**src/rtl/iia_pkg.sv**
```systemverilog
`default_nettype none

package iia_pkg;

    localparam int unsigned WordW  = 32;
    localparam int unsigned FuncW  = 4;
    localparam int unsigned ErrW   = 2;

    localparam logic [FuncW-1:0] FnCopy      = 4'd0;
    localparam logic [FuncW-1:0] FnNegate    = 4'd1;
    localparam logic [FuncW-1:0] FnAdd       = 4'd2;
    localparam logic [FuncW-1:0] FnSubtract  = 4'd3;
    localparam logic [FuncW-1:0] FnMultiply  = 4'd4;
    localparam logic [FuncW-1:0] FnEqual     = 4'd5;
    localparam logic [FuncW-1:0] FnNotEqual  = 4'd6;
    localparam logic [FuncW-1:0] FnElement   = 4'd7;
    localparam logic [FuncW-1:0] FnConstruct = 4'd8;

    localparam logic [ErrW-1:0] ErrNone     = 2'd0;
    localparam logic [ErrW-1:0] ErrIndex    = 2'd1;
    localparam logic [ErrW-1:0] ErrHeadTail = 2'd2;

    typedef logic signed [WordW-1:0] t_word;

    typedef struct packed {
        logic [FuncW-1:0] func;
        t_word            a_lo;
        t_word            a_hi;
        t_word            b_lo;
        t_word            b_hi;
        t_word            index;
    } t_req;

    typedef struct packed {
        t_word           res_lo;
        t_word           res_hi;
        logic            truth;
        logic [ErrW-1:0] error;
    } t_res;

    // four wrapped endpoint products, or the finished result of any other op
    typedef struct packed {
        logic  is_mul;
        t_word p0;
        t_word p1;
        t_word p2;
        t_word p3;
        t_res  alt;
    } t_mid;

    typedef struct packed {
        logic  is_mul;
        t_word min01;
        t_word max01;
        t_word min23;
        t_word max23;
        t_res  alt;
    } t_part;

endpackage

`default_nettype wire

```
**src/rtl/iia_reduce.sv**
```systemverilog
`default_nettype none

module iia_reduce (
    input  wire                 i_clk,
    input  wire                 i_rst_n,
    input  wire                 i_valid,
    output logic                o_ready,
    input  wire iia_pkg::t_mid  i_mid,
    output logic                o_valid,
    input  wire                 i_ready,
    output iia_pkg::t_res       o_res
);

    logic                r_c_v;
    iia_pkg::t_part      r_c;
    iia_pkg::t_part      n_c;
    logic                r_d_v;
    iia_pkg::t_res       r_d;
    iia_pkg::t_res       n_d;
    logic                c_load;
    logic                d_load;

    assign d_load  = !r_d_v || i_ready;
    assign c_load  = !r_c_v || d_load;
    assign o_ready = c_load;
    assign o_valid = r_d_v;
    assign o_res   = r_d;

    always_comb begin
        n_c.is_mul = i_mid.is_mul;
        n_c.alt    = i_mid.alt;
        n_c.min01  = (i_mid.p0 < i_mid.p1) ? i_mid.p0 : i_mid.p1;
        n_c.max01  = (i_mid.p0 > i_mid.p1) ? i_mid.p0 : i_mid.p1;
        n_c.min23  = (i_mid.p2 < i_mid.p3) ? i_mid.p2 : i_mid.p3;
        n_c.max23  = (i_mid.p2 > i_mid.p3) ? i_mid.p2 : i_mid.p3;
    end

    always_comb begin
        if (r_c.is_mul) begin
            n_d.res_lo = (r_c.min01 < r_c.min23) ? r_c.min01 : r_c.min23;
            n_d.res_hi = (r_c.max01 > r_c.max23) ? r_c.max01 : r_c.max23;
            n_d.truth  = 1'b0;
            n_d.error  = iia_pkg::ErrNone;
        end else begin
            n_d = r_c.alt;
        end
    end

    always_ff @(posedge i_clk) begin
        if (!i_rst_n) begin
            r_c_v <= 1'b0;
            r_d_v <= 1'b0;
        end else begin
            if (c_load) begin
                r_c_v <= i_valid;
            end
            if (d_load) begin
                r_d_v <= r_c_v;
            end
        end
    end

    always_ff @(posedge i_clk) begin
        if (c_load && i_valid) begin
            r_c <= n_c;
        end
        if (d_load && r_c_v) begin
            r_d <= n_d;
        end
    end

endmodule

`default_nettype wire

```
**config.mk**
```make
export PLATFORM = sky130hd
export DESIGN_NAME = iia_reduce
export DESIGN_NICKNAME = d
export VERILOG_FILES = /design/src/rtl/iia_pkg.sv /design/src/rtl/iia_reduce.sv
export SDC_FILE = /design/constraint.sdc
export NUM_CORES = 1
export LEC_CHECK = 0
export BUFFER_PORTS_ARGS = -buffer_cell sky130_fd_sc_hd__buf_2
export CORE_MARGIN = 2
export CORE_UTILIZATION = 30
export DETAILED_ROUTE_END_ITERATION = 10
export PLACE_DENSITY = 0.49
export SLEW_MARGIN = 10
export SYNTH_ARGS = -nofsm -noshare
export SYNTH_HDL_FRONTEND = slang
export SYNTH_SLANG_ARGS = --single-unit
```
**constraint.sdc**
```tcl
create_clock -name i_clk -period 14.9 [get_ports i_clk]
set_clock_uncertainty 0.1 [all_clocks]
set_input_delay 0.745 -clock i_clk [delete_from_list [all_inputs] [get_ports i_clk]]
set_output_delay 0.745 -clock i_clk [all_outputs]
set_load 0.01 [all_outputs]
```
==> summary.txt <==
result of the run = finished, final reports clean
end of the worst register-to-register path = o_res[11]$_DFFE_PP_
Worst Setup End Kind = flip-flop
number of input and output port buffers inserted = 268
standard-cell row count = 82
worst setup path startpoint = i_mid[162]
final-layout worst hold slack = 0.277 ns
final period demand of the worst path = 3.92 ns
CP Capture Point = r_c[172]$_DFFE_PP_
transition time at the pin with the least slew margin = 1.23 ns
number of DRC markers in iteration 0 = 697
part of the Yosys area used for sequential elements = 51.7%
reg-to-reg startpoint = r_c[136]$_DFFE_PP_
reg2reg setup slack = 11.34 ns
DIE HEIGHT = 230 um
library cell used as clock root buffer = sky130_fd_sc_hd__clkbuf_16
Cell Area, Synth = 15400 um2
share of flip-flops with an asynchronous set or reset after synthesis = 0%
Setup Fix Bufs, Post-CTS = 0
post-synth cell types = 52
power per cell area = 120 nW/um2
number of cells upsized or downsized after cts = 0
Post-Synthesis Mean Instance Area = 12.9 um2
largest net degree at the start of global routing = 77
die area = 53000 um2
hold bufs inserted after CTS = 0
count of final max-slew check failures = 0
detailed placement HPWL = 33900 um
final WL = 45200 um
net switching power figure = 0.608 mW
drc violations = 0
Tot GR Track Use = 16.7%
Pleak = 8.07 nW
number of clock sinks seen by CTS = 265
final weighted congestion in routability-driven placement = 0.885
max-cap violation count = 0
wire length of the first global-routing pass = 65400 um
maximum count of clock buffers along a single path = 3
number of instances in the synthesized netlist = 1192
critical path required time = 15.08 ns
vias in the first global route = 10500
TritonRoute pass-1 iters = 5
boundary pin count = 269
number of antenna violations at the first check in global routing = 21
number of flops mapped to enable cells by yosys = 263
Critical Path AT = 4.10 ns
Die Wd = 230 um
Worst-path clk slew = 0.06 ns
Highest Clock Rate = 255 MHz
clock share of power = 37.4%
antenna-violating nets left = 0
CTS buffer count = 34
layout-stage area growth over the synthesis result = 20.6%
DR vias = 10500
total negative setup slack = 0 ns
count of state elements after synthesis = 265
fraction of final layout cells sized beyond drive strength 1 = 29.2%
starting utilization of the core area = 30.5%
maximum vdd ir drop = 0.0549 mV
Combinational Power Share = 20.1%
Final Hold Fails = 0
switching power as a share of total power = 27.4%
Primary FF master, synth = sky130_fd_sc_hd__edfxtp_1
overall overflow remaining after global route = 0
setup repair after global routing missed its margin = false
synthesized net count = 1519
Core Box Area = 50400 um2
number of warning messages in the yosys log = 0
relative slew slack = 18.1%
Hold/Removal Path Class = input pin to flip-flop
period utilisation layout = 26.3%
clock tree from TritonCTS = built
launching element type of the critical path = input pin
highest-count cells in the layout ignoring fill and taps = 268 x sky130_fd_sc_hd__buf_2, 263 x sky130_fd_sc_hd__edfxtp_1, 129 x sky130_fd_sc_hd__inv_1, 127 x sky130_fd_sc_hd__ha_1, 125 x sky130_fd_sc_hd__mux2i_1
Avg WL per Cell = 20.9 um
net count reported at finish = 1788
maximum fanout along the worst path = 35
total internal power = 1.61 mW
CTS H-tree depth = 2
Worst Path Class, Setup = input pin to flip-flop
most common cell after layout, fill and taps aside = sky130_fd_sc_hd__buf_2
setup-violating endpoint count in the final report = 0
Register-to-Register Path Depth = 9
Vias/cell = 4.85
sequential cell fraction of total power = 42.6%
clock latency on the worst-skew pair = 0.55 ns
[cell families (layout without fill, tap and decap cells)]
kind of cell	count (synthesis)	in the layout	share of synthesized area, %
compound gates	199	199	9.49
fa+ha+maj	127	127	10.3
buf+inv	178	468	5.06
flops	265	265	51.7
mux	224	224	16.9
other cells	0	9	0
simple gates	199	199	6.54
[synth_stat cells (10+ instances only)]
cell type / number / area (um2)
sky130_fd_sc_hd__nand4_1: 20 / 125
sky130_fd_sc_hd__nand2b_1: 36 / 225
sky130_fd_sc_hd__nand2_1: 32 / 120
sky130_fd_sc_hd__mux2_2: 31 / 349
sky130_fd_sc_hd__ha_1: 127 / 1590
sky130_fd_sc_hd__a21oi_1: 73 / 365
sky130_fd_sc_hd__nor2_1: 71 / 267
sky130_fd_sc_hd__a21o_1: 16 / 120
sky130_fd_sc_hd__o221ai_1: 31 / 272
sky130_fd_sc_hd__mux2_4: 60 / 901
sky130_fd_sc_hd__clkbuf_1: 26 / 97.6
sky130_fd_sc_hd__inv_1: 129 / 484
sky130_fd_sc_hd__buf_6: 12 / 135
sky130_fd_sc_hd__nor2b_1: 10 / 62.6
sky130_fd_sc_hd__a221o_1: 33 / 330
sky130_fd_sc_hd__edfxtp_1: 263 / 7900
sky130_fd_sc_hd__mux2i_1: 125 / 1250
[power groups by stage]
stage          Combinational, mW  Clock [mW]  Sequential, mW
3_3_place_gp               0.439           0           0.959
5_1_grt                    0.493       0.880           0.951
4_1_cts                    0.451       0.857           0.944
2_1_floorplan              0.310           0           0.952
6_report                   0.445       0.828           0.944
3_5_place_dp               0.448           0           0.957
[layout make-up]
type,instances,area [um2]
diodes,9,22.5
clock buffers,41,941
clock inverters,16,164
fillers,4899,31900
inverters,129,484
multi-input cells,749,6680
flip-flops and latches,265,7940
well taps,672,841
repair buffers,282,1450
[flip-flops by register name, summed over array words and instances, names as in the netlist]
signal,flops
o_res,67
r_c,196
o_valid,1
r_c_v,1
[worst min-delay path by stage]
| stage | start | to | cells past startpoint | slack [ns] |
|---|---|---|---|---|
| 2_1_floorplan | r_c_v$_SDFFE_PN0N_ | o_valid$_SDFFE_PN0P_ | 1 | 0.38 |
| 5_1_grt | i_mid[25] | r_c[25]$_DFFE_PP_ | 1 | 0.25 |
| 3_3_place_gp | r_c_v$_SDFFE_PN0N_ | o_valid$_SDFFE_PN0P_ | 1 | 0.40 |
| 3_5_place_dp | r_c_v$_SDFFE_PN0N_ | o_valid$_SDFFE_PN0P_ | 1 | 0.42 |
| 4_1_cts | i_mid[19] | r_c[19]$_DFFE_PP_ | 1 | 0.24 |
| 6_report | i_mid[25] | r_c[25]$_DFFE_PP_ | 1 | 0.28 |
[worst max-delay path, stage by stage]
cell and delay, ns:
sky130_fd_sc_hd__buf_2 0.11, sky130_fd_sc_hd__inv_1 0.04, sky130_fd_sc_hd__ha_1 0.27, sky130_fd_sc_hd__buf_4 0.35, sky130_fd_sc_hd__nand4_2 0.18, sky130_fd_sc_hd__nor3_1 0.21
sky130_fd_sc_hd__a221o_2 0.86, sky130_fd_sc_hd__a21oi_1 0.12, sky130_fd_sc_hd__and3_1 0.65, sky130_fd_sc_hd__a221o_1 0.53
[metal layers]
layer / vias to the layer above / GRT usage, % / share of wire, %
met2: 231 / 26.4 / 46
met1: 5102 / 21.7 / 45
met5: - / 0 / 0.28
li1: 5054 / - / -
met3: 89 / 4.25 / 5.6
met4: 18 / 6.69 / 3.0
[per-stage QoR]
step / utilization (%) / instance area [um2] / setup slack (ns) / cells / power, mW
after floorplan: - / 15400 / 8.78 / 1192 / 1.26
after global placement: 34.5 / 17400 / 10.52 / 2097 / 1.40
after detailed placement: 34.5 / 17400 / 10.43 / 2097 / 1.40
after CTS: 36.7 / 18500 / 10.99 / 2154 / 2.25
after global routing: 36.7 / 18500 / 10.74 / 2162 / 2.32
final: 36.8 / 18500 / 10.98 / 2163 / 2.22
Power figures use the tool's default switching activity.
